File: config.mk
export PLATFORM = sky130hd
export DESIGN_NAME = union_find_set_engine_top_flat
export DESIGN_NICKNAME = d
export VERILOG_FILES = /design/src/sv/ufs_pkg.sv /design/src/sv/ufs_req_if.sv /design/src/sv/ufs_rsp_if.sv /design/src/sv/ufs_parent_mem.sv /design/src/sv/ufs_size_mem.sv /design/src/sv/union_find_set_engine_top.sv /design/src/flat_wrapper.sv
export SDC_FILE = /design/constraint.sdc
export NUM_CORES = 1
export LEC_CHECK = 0
export BUFFER_PORTS_ARGS = -buffer_cell sky130_fd_sc_hd__buf_2
export CORE_AREA = 5 5 268 296
export DETAILED_ROUTE_END_ITERATION = 10
export DIE_AREA = 0 0 273 301
export MAX_ROUTING_LAYER = met4
export PLACE_DENSITY = 0.8
export SYNTH_ARGS = -nofsm -noshare
export SYNTH_HDL_FRONTEND = slang
export SYNTH_HIERARCHICAL = 1
export SYNTH_SLANG_ARGS = --single-unit
File: constraint.sdc
create_clock -name clk_i -period 3.7 [get_ports clk_i]
set_clock_uncertainty 0.05 [all_clocks]
set_input_delay 0.185 -clock clk_i [delete_from_list [all_inputs] [get_ports clk_i]]
set_output_delay 0.185 -clock clk_i [all_outputs]
set_load 0.02 [all_outputs]
File: src/sv/ufs_pkg.sv
`default_nettype none

package ufs_pkg;

  localparam int NODES = 64;
  localparam int IW    = 6;
  localparam int SW    = 7;

  localparam logic [IW:0]   NODES_W  = (IW + 1)'(NODES);
  localparam logic [IW-1:0] LAST_IDX = IW'(NODES - 1);

  localparam logic [1:0] ACT_MERGE = 2'd0;
  localparam logic [1:0] ACT_FIND  = 2'd1;
  localparam logic [1:0] ACT_LIST  = 2'd2;
  localparam logic [1:0] ACT_NONE  = 2'd3;

  typedef struct packed {
    logic          en;
    logic [IW-1:0] addr;
    logic [IW-1:0] data;
  } ufs_pwr_t;

  typedef struct packed {
    logic          en;
    logic [IW-1:0] addr;
    logic [SW-1:0] data;
  } ufs_swr_t;

endpackage

`default_nettype wire

File: src/sv/ufs_req_if.sv
`default_nettype none

interface ufs_req_if;
  logic       valid;
  logic       ready;
  logic [1:0] action;
  logic [5:0] node_a;
  logic [5:0] node_b;

  modport source (output valid, output action, output node_a, output node_b, input ready);
  modport sink (input valid, input action, input node_a, input node_b, output ready);
endinterface

`default_nettype wire

File: src/sv/ufs_rsp_if.sv
`default_nettype none

interface ufs_rsp_if;
  logic       valid;
  logic       ready;
  logic [5:0] node_out;
  logic       merged;
  logic       none_found;
  logic       index_error;
  logic       last;

  modport source (
    output valid, output node_out, output merged, output none_found,
    output index_error, output last, input ready
  );
  modport sink (
    input valid, input node_out, input merged, input none_found,
    input index_error, input last, output ready
  );
endinterface

`default_nettype wire

File: src/sv/ufs_parent_mem.sv
`default_nettype none

module ufs_parent_mem (
  input  wire logic                  clk_i,
  input  wire logic                  rst_ni,
  input  wire logic [ufs_pkg::IW-1:0] rd_addr_i,
  input  wire ufs_pkg::ufs_pwr_t     wr_i,
  output logic [ufs_pkg::IW-1:0]     rd_data_o
);

  logic [ufs_pkg::IW-1:0]    mem_q [ufs_pkg::NODES];
  logic [ufs_pkg::NODES-1:0] vld_q;
  logic [ufs_pkg::IW-1:0]    rd_mem_q;
  logic [ufs_pkg::IW-1:0]    rd_addr_q;
  logic                      rd_vld_q;

  always_ff @(posedge clk_i) begin
    if (wr_i.en) begin
      mem_q[wr_i.addr] <= wr_i.data;
    end
    rd_mem_q  <= mem_q[rd_addr_i];
    rd_addr_q <= rd_addr_i;
  end

  always_ff @(posedge clk_i or negedge rst_ni) begin
    if (!rst_ni) begin
      vld_q    <= '0;
      rd_vld_q <= 1'b0;
    end else begin
      if (wr_i.en) begin
        vld_q[wr_i.addr] <= 1'b1;
      end
      rd_vld_q <= vld_q[rd_addr_i];
    end
  end

  // unwritten entries are their own parent
  assign rd_data_o = rd_vld_q ? rd_mem_q : rd_addr_q;

endmodule

`default_nettype wire

File: src/sv/ufs_size_mem.sv
`default_nettype none

module ufs_size_mem (
  input  wire logic                  clk_i,
  input  wire logic                  rst_ni,
  input  wire logic [ufs_pkg::IW-1:0] rd_addr_i,
  input  wire ufs_pkg::ufs_swr_t     wr_i,
  output logic [ufs_pkg::SW-1:0]     rd_data_o
);

  logic [ufs_pkg::SW-1:0]    mem_q [ufs_pkg::NODES];
  logic [ufs_pkg::NODES-1:0] vld_q;
  logic [ufs_pkg::SW-1:0]    rd_mem_q;
  logic                      rd_vld_q;

  always_ff @(posedge clk_i) begin
    if (wr_i.en) begin
      mem_q[wr_i.addr] <= wr_i.data;
    end
    rd_mem_q <= mem_q[rd_addr_i];
  end

  always_ff @(posedge clk_i or negedge rst_ni) begin
    if (!rst_ni) begin
      vld_q    <= '0;
      rd_vld_q <= 1'b0;
    end else begin
      if (wr_i.en) begin
        vld_q[wr_i.addr] <= 1'b1;
      end
      rd_vld_q <= vld_q[rd_addr_i];
    end
  end

  // unwritten entries hold a set of one
  assign rd_data_o = rd_vld_q ? rd_mem_q : ufs_pkg::SW'(1);

endmodule

`default_nettype wire

File: src/sv/union_find_set_engine_top.sv
// channel   dir  handshake     payload
// req_i     in   valid/ready   action, node_a, node_b
// rsp_o     out  valid/ready   node_out, merged, none_found, index_error, last
//
// One request at a time; req_i.ready is high only when the sequencer is idle,
// and the accept takes that idle cycle. A find walks to the root, then walks
// the path again, pointing each node on it at the root. Merge is two finds and,
// for distinct roots, links the smaller set's root under the other (on a tie,
// node_a's under node_b's); list adds a find per node. A full output register
// stalls the sequencer only when it must emit. Reset acts at once: per-entry
// valid bits make both stores read as their initial values, no clearing pass.
`default_nettype none

module union_find_set_engine_top (
  input  wire logic  clk_i,
  input  wire logic  rst_ni,
  ufs_req_if.sink    req_i,
  ufs_rsp_if.source  rsp_o
);

  localparam logic [3:0] S_IDLE    = 4'd0;
  localparam logic [3:0] S_FSTART  = 4'd1;
  localparam logic [3:0] S_WALK    = 4'd2;
  localparam logic [3:0] S_CSTART  = 4'd3;
  localparam logic [3:0] S_COMP    = 4'd4;
  localparam logic [3:0] S_MA_DONE = 4'd5;
  localparam logic [3:0] S_MB_DONE = 4'd6;
  localparam logic [3:0] S_MSZ1    = 4'd7;
  localparam logic [3:0] S_MSZ2    = 4'd8;
  localparam logic [3:0] S_F_DONE  = 4'd9;
  localparam logic [3:0] S_LA_DONE = 4'd10;
  localparam logic [3:0] S_LNODE   = 4'd11;
  localparam logic [3:0] S_LEND    = 4'd12;
  localparam logic [3:0] S_EMIT    = 4'd13;

  logic [3:0] state_q, state_d, ret_q, ret_d;
  logic [ufs_pkg::IW-1:0] fnode_q, fnode_d, cur_q, cur_d, root_q, root_d;
  logic [ufs_pkg::IW-1:0] ra_q, ra_d, rb_q, rb_d, bnode_q, bnode_d;
  logic [ufs_pkg::IW-1:0] idx_q, idx_d, pend_q, pend_d;
  logic                   pend_vld_q, pend_vld_d;
  logic [ufs_pkg::SW-1:0] sa_q, sa_d;
  logic [ufs_pkg::IW-1:0] res_node_q, res_node_d;
  logic                   res_merged_q, res_merged_d, res_err_q, res_err_d;

  logic [ufs_pkg::IW-1:0] p_raddr, prd, s_raddr;
  logic [ufs_pkg::SW-1:0] srd;
  ufs_pkg::ufs_pwr_t      pwr;
  ufs_pkg::ufs_swr_t      swr;

  logic                   emit, e_merged, e_none, e_err, e_last;
  logic [ufs_pkg::IW-1:0] e_node;
  logic                   rsp_vld_q, slot_free, in_err;

  logic [ufs_pkg::IW-1:0] rsp_node_q;
  logic                   rsp_merged_q, rsp_none_q, rsp_err_q, rsp_last_q;

  ufs_parent_mem u_parent (
    .clk_i     (clk_i),
    .rst_ni    (rst_ni),
    .rd_addr_i (p_raddr),
    .wr_i      (pwr),
    .rd_data_o (prd)
  );

  ufs_size_mem u_size (
    .clk_i     (clk_i),
    .rst_ni    (rst_ni),
    .rd_addr_i (s_raddr),
    .wr_i      (swr),
    .rd_data_o (srd)
  );

  assign req_i.ready = (state_q == S_IDLE);
  assign slot_free   = !rsp_vld_q || rsp_o.ready;
  assign in_err = ({1'b0, req_i.node_a} >= ufs_pkg::NODES_W) ||
                  ((req_i.action == ufs_pkg::ACT_MERGE) &&
                   ({1'b0, req_i.node_b} >= ufs_pkg::NODES_W));

  always_comb begin
    state_d      = state_q;
    ret_d        = ret_q;
    fnode_d      = fnode_q;
    cur_d        = cur_q;
    root_d       = root_q;
    ra_d         = ra_q;
    rb_d         = rb_q;
    bnode_d      = bnode_q;
    idx_d        = idx_q;
    pend_d       = pend_q;
    pend_vld_d   = pend_vld_q;
    sa_d         = sa_q;
    res_node_d   = res_node_q;
    res_merged_d = res_merged_q;
    res_err_d    = res_err_q;
    p_raddr      = cur_q;
    s_raddr      = ra_q;
    pwr          = '0;
    swr          = '0;
    emit         = 1'b0;
    e_node       = res_node_q;
    e_merged     = 1'b0;
    e_none       = 1'b0;
    e_err        = 1'b0;
    e_last       = 1'b1;

    case (state_q)
      S_IDLE: begin
        if (req_i.valid && (req_i.action != ufs_pkg::ACT_NONE)) begin
          res_merged_d = 1'b0;
          res_err_d    = 1'b0;
          if (in_err) begin
            res_node_d = '0;
            res_err_d  = 1'b1;
            state_d    = S_EMIT;
          end else begin
            fnode_d = req_i.node_a;
            bnode_d = req_i.node_b;
            state_d = S_FSTART;
            case (req_i.action)
              ufs_pkg::ACT_MERGE: ret_d = S_MA_DONE;
              ufs_pkg::ACT_FIND:  ret_d = S_F_DONE;
              default:            ret_d = S_LA_DONE;
            endcase
          end
        end
      end
      S_FSTART: begin
        p_raddr = fnode_q;
        cur_d   = fnode_q;
        state_d = S_WALK;
      end
      S_WALK: begin
        if (prd == cur_q) begin
          root_d  = cur_q;
          state_d = S_CSTART;
        end else begin
          cur_d   = prd;
          p_raddr = prd;
        end
      end
      S_CSTART: begin
        p_raddr = fnode_q;
        cur_d   = fnode_q;
        state_d = S_COMP;
      end
      S_COMP: begin
        if (cur_q == root_q) begin
          state_d = ret_q;
        end else begin
          pwr.en   = 1'b1;
          pwr.addr = cur_q;
          pwr.data = root_q;
          cur_d    = prd;
          p_raddr  = prd;
        end
      end
      S_MA_DONE: begin
        ra_d    = root_q;
        fnode_d = bnode_q;
        ret_d   = S_MB_DONE;
        state_d = S_FSTART;
      end
      S_MB_DONE: begin
        rb_d = root_q;
        if (root_q == ra_q) begin
          res_node_d = root_q;
          state_d    = S_EMIT;
        end else begin
          s_raddr = ra_q;
          state_d = S_MSZ1;
        end
      end
      S_MSZ1: begin
        sa_d    = srd;
        s_raddr = rb_q;
        state_d = S_MSZ2;
      end
      S_MSZ2: begin
        swr.en       = 1'b1;
        swr.data     = sa_q + srd;
        pwr.en       = 1'b1;
        res_merged_d = 1'b1;
        if (sa_q > srd) begin
          swr.addr   = ra_q;
          pwr.addr   = rb_q;
          pwr.data   = ra_q;
          res_node_d = ra_q;
        end else begin
          swr.addr   = rb_q;
          pwr.addr   = ra_q;
          pwr.data   = rb_q;
          res_node_d = rb_q;
        end
        state_d = S_EMIT;
      end
      S_F_DONE: begin
        res_node_d = root_q;
        state_d    = S_EMIT;
      end
      S_LA_DONE: begin
        ra_d       = root_q;
        idx_d      = '0;
        fnode_d    = '0;
        pend_vld_d = 1'b0;
        ret_d      = S_LNODE;
        state_d    = S_FSTART;
      end
      S_LNODE: begin
        // one node held back so the final one can carry last
        if (!((root_q != ra_q) && pend_vld_q && !slot_free)) begin
          if (root_q != ra_q) begin
            if (pend_vld_q) begin
              emit   = 1'b1;
              e_node = pend_q;
              e_last = 1'b0;
            end
            pend_d     = idx_q;
            pend_vld_d = 1'b1;
          end
          if (idx_q == ufs_pkg::LAST_IDX) begin
            state_d = S_LEND;
          end else begin
            idx_d   = idx_q + 1'b1;
            fnode_d = idx_q + 1'b1;
            state_d = S_FSTART;
          end
        end
      end
      S_LEND: begin
        if (slot_free) begin
          emit = 1'b1;
          if (pend_vld_q) begin
            e_node = pend_q;
          end else begin
            e_node = '0;
            e_none = 1'b1;
          end
          state_d = S_IDLE;
        end
      end
      S_EMIT: begin
        if (slot_free) begin
          emit     = 1'b1;
          e_node   = res_node_q;
          e_merged = res_merged_q;
          e_err    = res_err_q;
          state_d  = S_IDLE;
        end
      end
      default: state_d = S_IDLE;
    endcase
  end

  always_ff @(posedge clk_i or negedge rst_ni) begin
    if (!rst_ni) begin
      state_q    <= S_IDLE;
      ret_q      <= S_IDLE;
      pend_vld_q <= 1'b0;
      rsp_vld_q  <= 1'b0;
    end else begin
      state_q    <= state_d;
      ret_q      <= ret_d;
      pend_vld_q <= pend_vld_d;
      if (emit) begin
        rsp_vld_q <= 1'b1;
      end else if (rsp_o.ready) begin
        rsp_vld_q <= 1'b0;
      end
    end
  end

  always_ff @(posedge clk_i) begin
    fnode_q      <= fnode_d;
    cur_q        <= cur_d;
    root_q       <= root_d;
    ra_q         <= ra_d;
    rb_q         <= rb_d;
    bnode_q      <= bnode_d;
    idx_q        <= idx_d;
    pend_q       <= pend_d;
    sa_q         <= sa_d;
    res_node_q   <= res_node_d;
    res_merged_q <= res_merged_d;
    res_err_q    <= res_err_d;
    if (emit) begin
      rsp_node_q   <= e_node;
      rsp_merged_q <= e_merged;
      rsp_none_q   <= e_none;
      rsp_err_q    <= e_err;
      rsp_last_q   <= e_last;
    end
  end

  assign rsp_o.valid       = rsp_vld_q;
  assign rsp_o.node_out    = rsp_node_q;
  assign rsp_o.merged      = rsp_merged_q;
  assign rsp_o.none_found  = rsp_none_q;
  assign rsp_o.index_error = rsp_err_q;
  assign rsp_o.last        = rsp_last_q;

`ifndef SYNTHESIS
  a_busy_after_req : assert property (@(posedge clk_i) disable iff (!rst_ni)
    (req_i.valid && req_i.ready && (req_i.action != ufs_pkg::ACT_NONE))
      |=> (state_q != S_IDLE))
    else $error("request accepted but sequencer stayed idle");

  a_merge_roots_differ : assert property (@(posedge clk_i) disable iff (!rst_ni)
    (state_q == S_MSZ2) |-> (ra_q != rb_q))
    else $error("merge linking a root to itself");

  a_comp_not_root : assert property (@(posedge clk_i) disable iff (!rst_ni)
    ((state_q == S_COMP) && pwr.en) |-> (pwr.addr != root_q))
    else $error("path compression overwrote the root");

  a_pend_order : assert property (@(posedge clk_i) disable iff (!rst_ni)
    ((state_q == S_LNODE) && pend_vld_q) |-> (pend_q < idx_q))
    else $error("list results out of index order");

  a_emit_when_free : assert property (@(posedge clk_i) disable iff (!rst_ni)
    (rsp_vld_q && !rsp_o.ready) |-> !emit)
    else $error("result overwritten before it was taken");
`endif

endmodule

`default_nettype wire
File: src/flat_wrapper.sv
// flat-port wrapper written by rule: the top's interface ports become plain ports
module union_find_set_engine_top_flat 
  (clk_i, rst_ni, req_i_valid, req_i_action, req_i_node_a, req_i_node_b, req_i_ready, rsp_o_valid, rsp_o_node_out, rsp_o_merged, rsp_o_none_found, rsp_o_index_error, rsp_o_last, rsp_o_ready);
  ufs_req_if req_i_i ();
  ufs_rsp_if rsp_o_i ();
  input  wire logic clk_i;
  input  wire logic rst_ni;
  input wire logic [$bits(req_i_i.valid)-1:0] req_i_valid;
  input wire logic [$bits(req_i_i.action)-1:0] req_i_action;
  input wire logic [$bits(req_i_i.node_a)-1:0] req_i_node_a;
  input wire logic [$bits(req_i_i.node_b)-1:0] req_i_node_b;
  output wire logic [$bits(req_i_i.ready)-1:0] req_i_ready;
  output wire logic [$bits(rsp_o_i.valid)-1:0] rsp_o_valid;
  output wire logic [$bits(rsp_o_i.node_out)-1:0] rsp_o_node_out;
  output wire logic [$bits(rsp_o_i.merged)-1:0] rsp_o_merged;
  output wire logic [$bits(rsp_o_i.none_found)-1:0] rsp_o_none_found;
  output wire logic [$bits(rsp_o_i.index_error)-1:0] rsp_o_index_error;
  output wire logic [$bits(rsp_o_i.last)-1:0] rsp_o_last;
  input wire logic [$bits(rsp_o_i.ready)-1:0] rsp_o_ready;
  assign req_i_i.valid = req_i_valid;
  assign req_i_i.action = req_i_action;
  assign req_i_i.node_a = req_i_node_a;
  assign req_i_i.node_b = req_i_node_b;
  assign req_i_ready = req_i_i.ready;
  assign rsp_o_valid = rsp_o_i.valid;
  assign rsp_o_node_out = rsp_o_i.node_out;
  assign rsp_o_merged = rsp_o_i.merged;
  assign rsp_o_none_found = rsp_o_i.none_found;
  assign rsp_o_index_error = rsp_o_i.index_error;
  assign rsp_o_last = rsp_o_i.last;
  assign rsp_o_i.ready = rsp_o_ready;
  union_find_set_engine_top u_core (.clk_i(clk_i), .rst_ni(rst_ni), .req_i(req_i_i), .rsp_o(rsp_o_i));
endmodule
## Yosys cells after proc, flatten, opt, wreduce, memory -nomap -nowiden

Memory sizes are Yosys's and may differ from the RTL's. A register that Yosys moved wholly into a read port is not among the register bits.
Cells that the tools add are included.

- $add $sub $neg: 2
- Multipliers: 0
- Div/mod/pow operators: 0
- Magnitude comparators: 7
- Equal/unequal tests: 28
- Shifts and indexed selects: 0
- Mux-type cells: 60
- Bitwise operators: 5
- Reductions and logical operators: 33

Operator list:

| kind | count |
|---|---|
| $or A64 B64 Y64 | 2 |
| $mux W6 | 14 |
| $pmux W4 S11 | 1 |
| $pmux W6 S3 | 2 |
| $mux W4 | 8 |
| $lt A6 B7 Y1 const B | 4 |
| $pmux W13 S2 | 1 |
| $eq A4 B4 Y1 const B | 6 |
| $pmux W6 S2 | 2 |
| $pmux W6 S4 | 1 |
| $eq A6 B6 Y1 | 3 |
| $mux W1 | 18 |
| $eq A4 B3 Y1 const B | 4 |
| $mux W14 | 1 |
| $reduce_and A2 Y1 | 7 |
| $mux W13 | 1 |
| $bmux W1 S6 | 2 |
| $demux W1 S6 | 2 |
| $ge A6 B1 Y1 const B | 2 |
| $mux W12 | 1 |
| $ne A2 B1 Y1 const B | 6 |
| $pmux W4 S3 | 1 |
| $reduce_and A3 Y1 | 3 |
| $eq A4 B2 Y1 const B | 2 |
| 24 further kinds | 41 |

- Flip-flop bits (word level): 211
- Bits in latches: 0
- RAM bits: 832
- Memory bits (read-only): 0
- Input bits: 18
- Output and inout bits: 12
- Logic and storage cells: 160
- Memories kept: 2

Memories:

| memory | words | bits a word | rd ports | clocked after memory_dff | write ports | RTL line | text |
|---|---|---|---|---|---|---|---|
| u_core.u_size.mem_q | 64 | 7 | 1 | 1 | 1 | ufs_size_mem.sv:11 | `logic [ufs_pkg::SW-1:0] mem_q [ufs_pkg::NODES];` |
| u_core.u_parent.mem_q | 64 | 6 | 1 | 1 | 1 | ufs_parent_mem.sv:11 | `logic [ufs_pkg::IW-1:0] mem_q [ufs_pkg::NODES];` |

## Longest topological paths before layout

Gate-level depths: netlist (run 1).

- Depth after elaboration: 9
- Depth in mapped cells: 18
- Depth with buffers taken out: 14

## Modules after synthesis

The synthesis (run 1) kept the hierarchy.

Modules (own cells, without submodules):

| module | instances | cells each | area an instance (µm²) | sequential area each (µm²) |
|---|---|---|---|---|
| ufs_size_mem | 1 | 1009 | 20213.1 | 15219.6 |
| ufs_parent_mem | 1 | 975 | 18189.9 | 13397.8 |
| union_find_set_engine_top | 1 | 393 | 4418.0 | 2322.2 |

## Worst setup path before layout (run 1)

Ideal clock, no wire load.

- Kind: register -> register
- From: register u_core.u_size.rd_vld_q
- To: memory u_core/u_size/mem_q[0][5] in the netlist's numbering (data pin)
- Library setup time: 0.548 ns
- Arrival: 3.381 ns
- Required time: 3.102 ns
- Setup slack: -0.279 ns
- Stages on the path, launching flop included: 10
- Path buffers: 0
- Period minus slack after synthesis: 3.979 ns
- Path through: dfrtp_1 > and2_1 > inv_1 > ha_1 > nand2b_1 > a21oi_1 > o21ai_0 > a21oi_1 > or3_1 > a21oi_1

RTL lines:

| element | RTL line | text |
|---|---|---|
| from (decl) | ufs_size_mem.sv:14 | `logic rd_vld_q;` |
| from (signal assigned) | ufs_size_mem.sv:31 | `rd_vld_q <= vld_q[rd_addr_i];` |
| to (decl) | ufs_size_mem.sv:11 |  |

## Worst setup path after layout (run 1)

- From: register u_core.u_parent.rd_vld_q
- To: register u_core/u_parent/rd_mem_q[3] in the netlist's numbering, read port of u_core.u_parent.mem_q

- Longest elaborated chain between the ends: 4
- Elaborated cells on any way between the ends: 5
- Those cells by class: eq/ne (1); mux (4)

RTL lines:

| element | RTL line | text |
|---|---|---|
| from (decl) | ufs_parent_mem.sv:15 | `logic rd_vld_q;` |
| from (signal assigned) | ufs_parent_mem.sv:33 | `rd_vld_q <= vld_q[rd_addr_i];` |
| $mux W6 | ufs_parent_mem.sv:38 | `assign rd_data_o = rd_vld_q ? rd_mem_q : rd_addr_q;` |
| net u_core.prd, one bit | union_find_set_engine_top.sv:45 | `logic [ufs_pkg::IW-1:0] p_raddr, prd, s_raddr;` |
| $eq A6 B6 Y1 | union_find_set_engine_top.sv:133 | `if (prd == cur_q) begin` |
| $mux W6 | union_find_set_engine_top.sv:133 |  |
| $pmux W6 S3 | union_find_set_engine_top.sv:106 | `case (state_q)` |
| net u_core.cur_d, one bit | union_find_set_engine_top.sv:37 | `logic [ufs_pkg::IW-1:0] fnode_q, fnode_d, cur_q, cur_d, root_q, root_d;` |
| to (decl) | ufs_parent_mem.sv:13 | `logic [ufs_pkg::IW-1:0] rd_mem_q;` |

The timed path passes the listed nets, and every way through them passes these cells.
A chain may end at the register's enable or synchronous reset.

==> results of run 1 <==
==> how the worst max path moves through the flow <==
stage / from / end / slack (ps) / cells past startpoint
floorplan: u_core/u_size/rd_vld_q$_DFF_PN0_ / u_core/u_size/mem_q[48][0]$_DFFE_PP_ / 20 / 13
global placement: u_core/u_parent/rd_vld_q$_DFF_PN0_ / u_core/u_parent/rd_mem_q[5]$_DFF_P_ / -490 / 16
detailed placement: u_core/u_parent/rd_vld_q$_DFF_PN0_ / u_core/u_parent/rd_mem_q[5]$_DFF_P_ / -580 / 15
CTS: u_core/u_parent/rd_vld_q$_DFF_PN0_ / u_core/u_parent/rd_mem_q[1]$_DFF_P_ / -100 / 16
global route: u_core/u_parent/rd_vld_q$_DFF_PN0_ / u_core/u_parent/rd_mem_q[3]$_DFF_P_ / -190 / 17
finish: u_core/u_parent/rd_vld_q$_DFF_PN0_ / u_core/u_parent/rd_mem_q[3]$_DFF_P_ / -140 / 17
==> per-stage QoR <==
step | worst slack [ps] | cell area, um2 | utilization (%)
2_1_floorplan | 21.3 | 42800 | -
3_3_place_gp | -490 | 46400 | 61.2
3_5_place_dp | -583 | 46400 | 61.2
4_1_cts | -96.5 | 50600 | 66.8
5_1_grt | -190 | 51000 | 67.4
6_report | -136 | 51000 | 67.4
==> cells in the final DEF (no fill, tap or decap), types with 15 or more instances in the layout <==
cell and instances:
clkinv_2 18, nor2_1 178, buf_12 30, nor3_1 17, clkbuf_16 103, clkbuf_1 34
xnor2_1 17, a22o_1 16, buf_4 305, dfxtp_1 25, nand2_1 53, dlygate4sd3_1 16
mux2i_1 35, a21oi_1 28, or2_2 133, inv_1 29, buf_2 27, o22ai_1 15
nand3_1 30, mux2_2 19, dfrtp_1 138, mux4_2 220, edfxtp_1 897, nor2b_1 36
nand2b_1 25
==> cell type report <==
type | count | area (um2)
timing repair buffer | 403 | 3570
sequential | 1062 | 30900
clock buffer | 142 | 2750
multi-input combinational | 1167 | 11900
tap | 1026 | 1280
fill | 4439 | 24700
inverter | 29 | 109
clock inverter | 44 | 541
==> what timing repair did <==
| item | in CTS | in global routing |
|---|---|---|
| pin swaps | 12 | 24 |
| endpoints found under the hold margin | 84 | 0 |
| cloned | 3 | 2 |
| resized for setup | 107 | 78 |
| buffers inserted | 20 | 21 |
| endpoints found under the setup margin | 440 | 950 |
| hold buffers | 16 | 0 |
==> critical path, cell delays in order (launching register included) <==
cell and delay, ps:
dfrtp_2 470, mux2_4 340, xnor2_2 180, nand4_1 170, nor3_4 210, o311a_1 250
nor2_4 70, buf_6 130, o21ai_4 200, buf_6 150, buf_8 140, buf_12 150
buf_8 150, mux4_2 330, a32oi_4 260, o31ai_4 120, a31oi_1 200, o21ai_1 80
==> kinds of logic after synthesis <==
family	share of synthesized area, %
AOI/OAI and AO/OA	4.53
xor gates and xnor gates	0.511
adders and majority gates	0.456
buffers and inverters	1.86
DFF	72.3
muxes	13.7
other	0.00876
and+or+nand+nor	6.72
==> power breakdown <==
part / switching (uW) / leakage [uW] / internal (uW)
sequential: 349 / 0.0101 / 13700
combinational: 8470 / 0.00646 / 7290
clock: 4360 / 0.00160 / 5960
==> state kept, by name, summed over array words and instances, names as in the netlist, 4 cells and up <==
signal	count
u_core/bnode_q	6
u_core/cur_q	6
u_core/ret_q	4
u_core/rb_q	6
u_core/u_parent/rd_mem_q	6
u_core/u_parent/vld_q	64
u_core/ra_q	6
u_core/u_size/rd_mem_q	7
u_core/res_node_q	6
u_core/state_q	4
u_core/fnode_q	6
u_core/u_size/vld_q	64
u_core/rsp_o.node_out	6
u_core/u_parent/mem_q	384
u_core/root_q	6
u_core/pend_q	6
u_core/u_parent/rd_addr_q	6
u_core/u_size/mem_q	448
u_core/sa_q	7
u_core/idx_q	6
==> synthesized netlist by cell type, types with 10 or more instances <==
cell	n	share of area, %
dfxtp_1	25	1.2
mux2_2	28	0.74
o211ai_1	12	0.21
ha_1	14	0.41
or2_2	135	2.0
o21ai_0	22	0.26
a211oi_1	14	0.25
a22oi_1	11	0.19
mux4_1	10	0.61
mux4_2	217	11
a22o_1	16	0.33
edfxtp_1	897	63
a221o_1	12	0.28
a31oi_1	12	0.18
nor2_1	198	1.7
buf_4	21	0.37
and3_1	12	0.18
nand2_1	61	0.53
a21oi_1	33	0.39
o22ai_1	25	0.37
nor2b_1	38	0.56
nor3_1	19	0.22
o221ai_1	13	0.27
clkbuf_1	43	0.38
nand2b_1	26	0.38
xnor2_1	19	0.39
a21o_1	23	0.40
nand3_1	32	0.37
buf_2	33	0.39
dfrtp_1	140	8.2
mux2i_1	38	0.89
inv_1	29	0.25
==> layer usage <==
metal | up-vias | global-route usage (%)
met3 | 397 | 4.59
met4 | 0 | 12.6
met1 | 12800 | 33.8
li1 | 10200 | -
met2 | 1590 | 44.1
met5 | - | -
==> metrics.txt, run 1 <==
metal1 wirelength 38600 um; synthesis warning total 6; crit-path max FO 9; final hold viol count 0; total power 40100 uW; num ports 30; pin count of the biggest net entering global routing 73; first-pass GRT wire length 163000 um; clock-pin slew on the worst setup and hold paths 60 ps; vias in the first global route 25600; layout net count 2796; area grow syn2layout 19.2%; ys async rst share 13.2%; met2 WL 55600 um; post-route DRC violation count 0; Seq cells post-synth 1062; post-synthesis cell count 2377; ys flop type edfxtp_1; routed len/inst 28.4 um; CP Class reg -> reg; met3 wire length 9090 um; worst r2r path cells 17; Min-Delay Path Class in -> async; Critical Path Sink Type flop; setup TNS -610 ps; 1st-iter DRT viols 3590; die area 0.0822 mm2; pins over their slew limit 0; total of max-cap violations 0; Vias 25000; row count 106; EDFF count, synth 897; mapped cell area 0.0428 mm2; Worst-Margin Slew 1180 ps; RePlAce Congestion 0.951; RSZ-0062 raised after global routing yes; Reg2Reg Setup Slack -140 ps; Leakage Power 0.0181 uW; post-synthesis sequential area ratio 72.3%; Power per Cell Area 786 mW/mm2; Detailed Route WL 110000 um; Reg-to-Reg Start u_core/u_parent/rd_vld_q$_DFF_PN0_; Clock Sink Count 1062; initial antenna violation count 0; FMAX 0.261 GHz; fin cells 3873; Rel. slew slack 21.0%; core footprint 0.0757 mm2; Arrival @ worst endpoint 4300 ps; CTS tree yes; PortBufs 28; Initial Util 56.5%; GRT Overall Usage 27.1%; status finished, violations left; Clock Path Buffers 3; Top Layer Used met4; vias per inst 6.46; worst vdd ir 0.544 mV; count of cell types in the netlist 74; total CTS buffers 100; antenna-violating nets left 0; Mapped Nets 2410; CP required 4160 ps; final period demand of the worst path 3840 ps; Avg Cell Area, Syn 18.0 um2; placed insts 3632; Worst setup SP type flop; fin crit share 104%; Clock Tree Root clkbuf_16; H-tree Lvls 3; setup slack after layout -136 ps; Final setup viols 7; violated checks setup timing; DR pass1 iterations 6; hold slack 74.6 ps; die height 301 um; diodes inserted 0; worst-skew pair later-pin latency 660 ps; share of layout cells above drive strength 1 36.5%; hpwl dp 65500 um; die width 273 um; r2r endpoint u_core/u_parent/rd_mem_q[3]$_DFF_P_; GRT overflow 0
(Power assumes the default switching activity.)
==> run 2, diff against run 1 <==
- ABC_AREA: unset -> 1
- CORE_AREA: 5 5 268 296 -> 5 5 274 303
- DIE_AREA: 0 0 273 301 -> 0 0 279 308
==> metrics.txt, run 2 <==
post-route DRC violation count 0 (unchanged); count of cell types in the netlist 47 (was 74); initial antenna violation count 0 (unchanged); clock-pin slew on the worst setup and hold paths 60 ps (about the same); hpwl dp 65700 um (was 65500 um); H-tree Lvls 3 (unchanged); Clock Sink Count 1062 (unchanged); vias per inst 5.94 (was 6.46); ys flop type edfxtp_1 (unchanged); post-synthesis sequential area ratio 68.9% (was 72.3%); Adder-Cell Fraction of Synth Area 0.435% (was 0.456%); routed len/inst 20.8 um (was 28.4 um); fill cell count 5663 (was 4439); Area contributors post-synth edfxtp_1, nand2_1, nand3_1 (was edfxtp_1, mux4_2, dfrtp_1); fin crit share 96.2% (was 104%); Clock Path Buffers 3 (unchanged); Final setup viols 0 (was 7); CP Class reg -> reg (unchanged); GRT overflow 0 (unchanged); worst r2r path cells 17 (unchanged); antenna-violating nets left 0 (unchanged); first-pass GRT wire length 173000 um (was 163000 um); Power per Cell Area 775 mW/mm2 (was 786 mW/mm2); Int Power 24000 uW (was 26900 uW); diodes inserted 0 (unchanged); CP required 4240 ps (was 4160 ps); die width 279 um (was 273 um); Leakage Power 0.0204 uW (was 0.0181 uW); worst vdd ir 0.735 mV (was 0.544 mV); mapped cell area 0.0449 mm2 (was 0.0428 mm2); core footprint 0.0796 mm2 (was 0.0757 mm2); largest family of logic cells by synthesized area simple AND/OR/NAND/NOR gates (was multiplexers); CTS tree yes (unchanged); Switching Fraction 39.1% (was 32.9%); Switch Pwr 15400 uW (was 13200 uW); row count 109 (was 106); setup slack after layout 139 ps (was -136 ps); Largest register FFs 448 (unchanged); EDFF count, synth 897 (unchanged); worst-skew pair later-pin latency 660 ps (about the same); Hold Path Stages 3; Simple-Gate Fraction of Synth Area 25.1% (was 6.72%); Gate power share 38.3% (was 39.3%); PortBufs 28 (unchanged); Seq pwr share 35.6% (was 35.0%); die height 308 um (was 301 um); post-synthesis cell count 4111 (was 2377); pin count of the biggest net entering global routing 167 (was 73); share of total power in the clock network 26.1% (was 25.7%); Seq cells post-synth 1062 (unchanged); synthesis warning total 6 (unchanged); layout net count 4300 (was 2796); area grow syn2layout 13.4% (was 19.2%); ys async rst share 13.2% (unchanged); RePlAce Congestion 0.917 (was 0.951); XOR/XNOR Fraction of Synth Area 0.0390% (was 0.511%); pre-CTS setup slack -24.3 ps (was -583 ps); top post-synthesis cells by count nand2_1, edfxtp_1, nand3_1 (was edfxtp_1, mux4_2, nor2_1); Worst-Margin Slew 1180 ps (about the same); status completed (was finished, violations left); Detailed Route WL 113000 um (was 110000 um); die area 0.0859 mm2 (was 0.0822 mm2); count leader, synth nand2_1 (was edfxtp_1); FMAX 0.281 GHz (was 0.261 GHz); DP Area 0.0472 mm2 (was 0.0464 mm2); most common library cell in the layout ignoring fill and taps nand2_1 (was edfxtp_1); Rel. slew slack 20.4% (was 21.0%); hold slack 51.1 ps (was 74.6 ps); Worst setup SP type flop (unchanged); most frequent cells in the layout nand2_1, edfxtp_1, nand3_1 (was edfxtp_1, buf_4, mux4_2); total of max-cap violations 0 (unchanged); GRT Overall Usage 26.3% (was 27.1%); pins over their slew limit 0 (unchanged); Min-Delay Path Class in -> reg (was in -> async); DR pass1 iterations 8 (was 6); Clock Tree Root clkbuf_16 (unchanged); Synth top area share 60.0% (was 62.9%); share of layout cells above drive strength 1 14.8% (was 36.5%); largest registers u_core/u_size/mem_q (448), u_core/u_parent/mem_q (384) (unchanged); final hold viol count 0 (unchanged); Mapped Nets 4144 (was 2410); Vias 32100 (was 25000); Largest Register u_core/u_size/mem_q (unchanged); post-synth top area cell edfxtp_1 (unchanged); total CTS buffers 102 (was 100); num ports 30 (unchanged); mux share of post-synthesis cell area 0.150% (was 13.7%); 1st-iter DRT viols 4159 (was 3590); Compound-Gate Fraction of Synth Area 1.22% (was 4.53%); Initial Util 56.4% (was 56.5%); crit-path max FO 83 (was 9); fin area 0.0509 mm2 (was 0.0510 mm2); Avg Cell Area, Syn 10.9 um2 (was 18.0 um2); Arrival @ worst endpoint 4100 ps (was 4300 ps); final period demand of the worst path 3560 ps (was 3840 ps); vias in the first global route 31300 (was 25600); Critical Path Sink Type flop (unchanged)
## run 2: cell type report
cell class,instances,area [um2],area share (%)
repair inverters,1,5.00,0.00983
inverters,125,497,0.975
repair buffers,270,2400,4.72
flip-flops and latches,1062,30900,60.8
multi-input cells,2705,12400,24.4
clock buffers,153,2980,5.84
clock inverters,37,367,0.720
well taps,1054,1320,2.59
## run 2: power groups by stage
stage / logic (uW) / registers (uW) / clock network [uW]
floorplan: 10400 / 14200 / 0
finish: 15100 / 14000 / 10300
global route: 16300 / 14100 / 10900
global placement: 14100 / 14200 / 0
CTS: 14500 / 14000 / 10400
detailed placement: 14300 / 14300 / 0
## run 2: worst paths after layout
| kind | startpoint | endpoint | slack (ps) |
|---|---|---|---|
| min | req_i_valid | u_core/res_merged_q$_DFFE_PP_ | 50 |
| min reg2reg | u_core/u_parent/vld_q[31]$_DFFE_PN0P_ | u_core/u_parent/vld_q[31]$_DFFE_PN0P_ | 420 |
| max in group asynchronous | rst_ni | u_core/u_parent/vld_q[15]$_DFFE_PN0P_ | 2580 |
| min in group asynchronous | rst_ni | u_core/u_size/vld_q[13]$_DFFE_PN0P_ | 80 |
| max reg2reg | u_core/u_parent/rd_vld_q$_DFF_PN0_ | u_core/u_parent/rd_mem_q[4]$_DFF_P_ | 140 |
| max | u_core/u_parent/rd_vld_q$_DFF_PN0_ | u_core/u_parent/rd_mem_q[4]$_DFF_P_ | 140 |
## run 2: what timing repair did
| item | CTS | global route |
|---|---|---|
| gates resized for setup | 5 | 34 |
| setup buffers | 0 | 5 |
| pin swaps | 0 | 0 |
| hold buffers | 16 | 0 |
| cloned | 0 | 3 |
| endpoints found under the setup margin | 84 | 731 |
| hold endpoints to repair | 83 | 0 |
## run 2: metrics by stage
step	power (uW)	TNS, ps	instances	utilization (%)
after CTS	38900	-30.0	5399	63.7
after global routing	41300	-577	5407	63.9
final	39500	0	5407	63.9
after detailed placement	28600	-610	5193	59.3
after global placement	28300	0	5193	59.3
after floorplan	24600	-216540	4111	-
## run 2: layer usage
layer / vias to the layer above / routed length [um] / part of all wire, % / track usage, %
li1: 14400 / - / - / -
met1: 15400 / 41200 / 37 / 33.4
met2: 1909 / 55700 / 49 / 43.1
met3: 405 / 10200 / 9.0 / 4.04
met4: 0 / 5570 / 4.9 / 10.8
met5: - / 0 / 0 / -
## run 2: cells by family (layout without fill, tap and decap cells)
group | after synthesis | in the layout
flops | 1062 | 1062
other cells | 1 | 1
compound gates | 92 | 92
mux | 6 | 6
simple gates | 2589 | 2589
buf+inv | 344 | 586
fa+ha+maj | 15 | 15
xor+xnor | 2 | 2
## run 2: worst max-delay path, cell delays in order (launching register included)
cell     delay, ps
dfrtp_2        440
mux2_2         400
nand2_1         90
nand2_1         50
nor2_1         130
nand3_1        120
nor2_1         140
a21oi_1        150
o21ai_4        390
buf_6          610
nand2_1        110
nand3_1        110
nand3_1         90
nand2_1        150
nand2_1         70
nand3_1         90
nand3_1        170
nand2_1        130
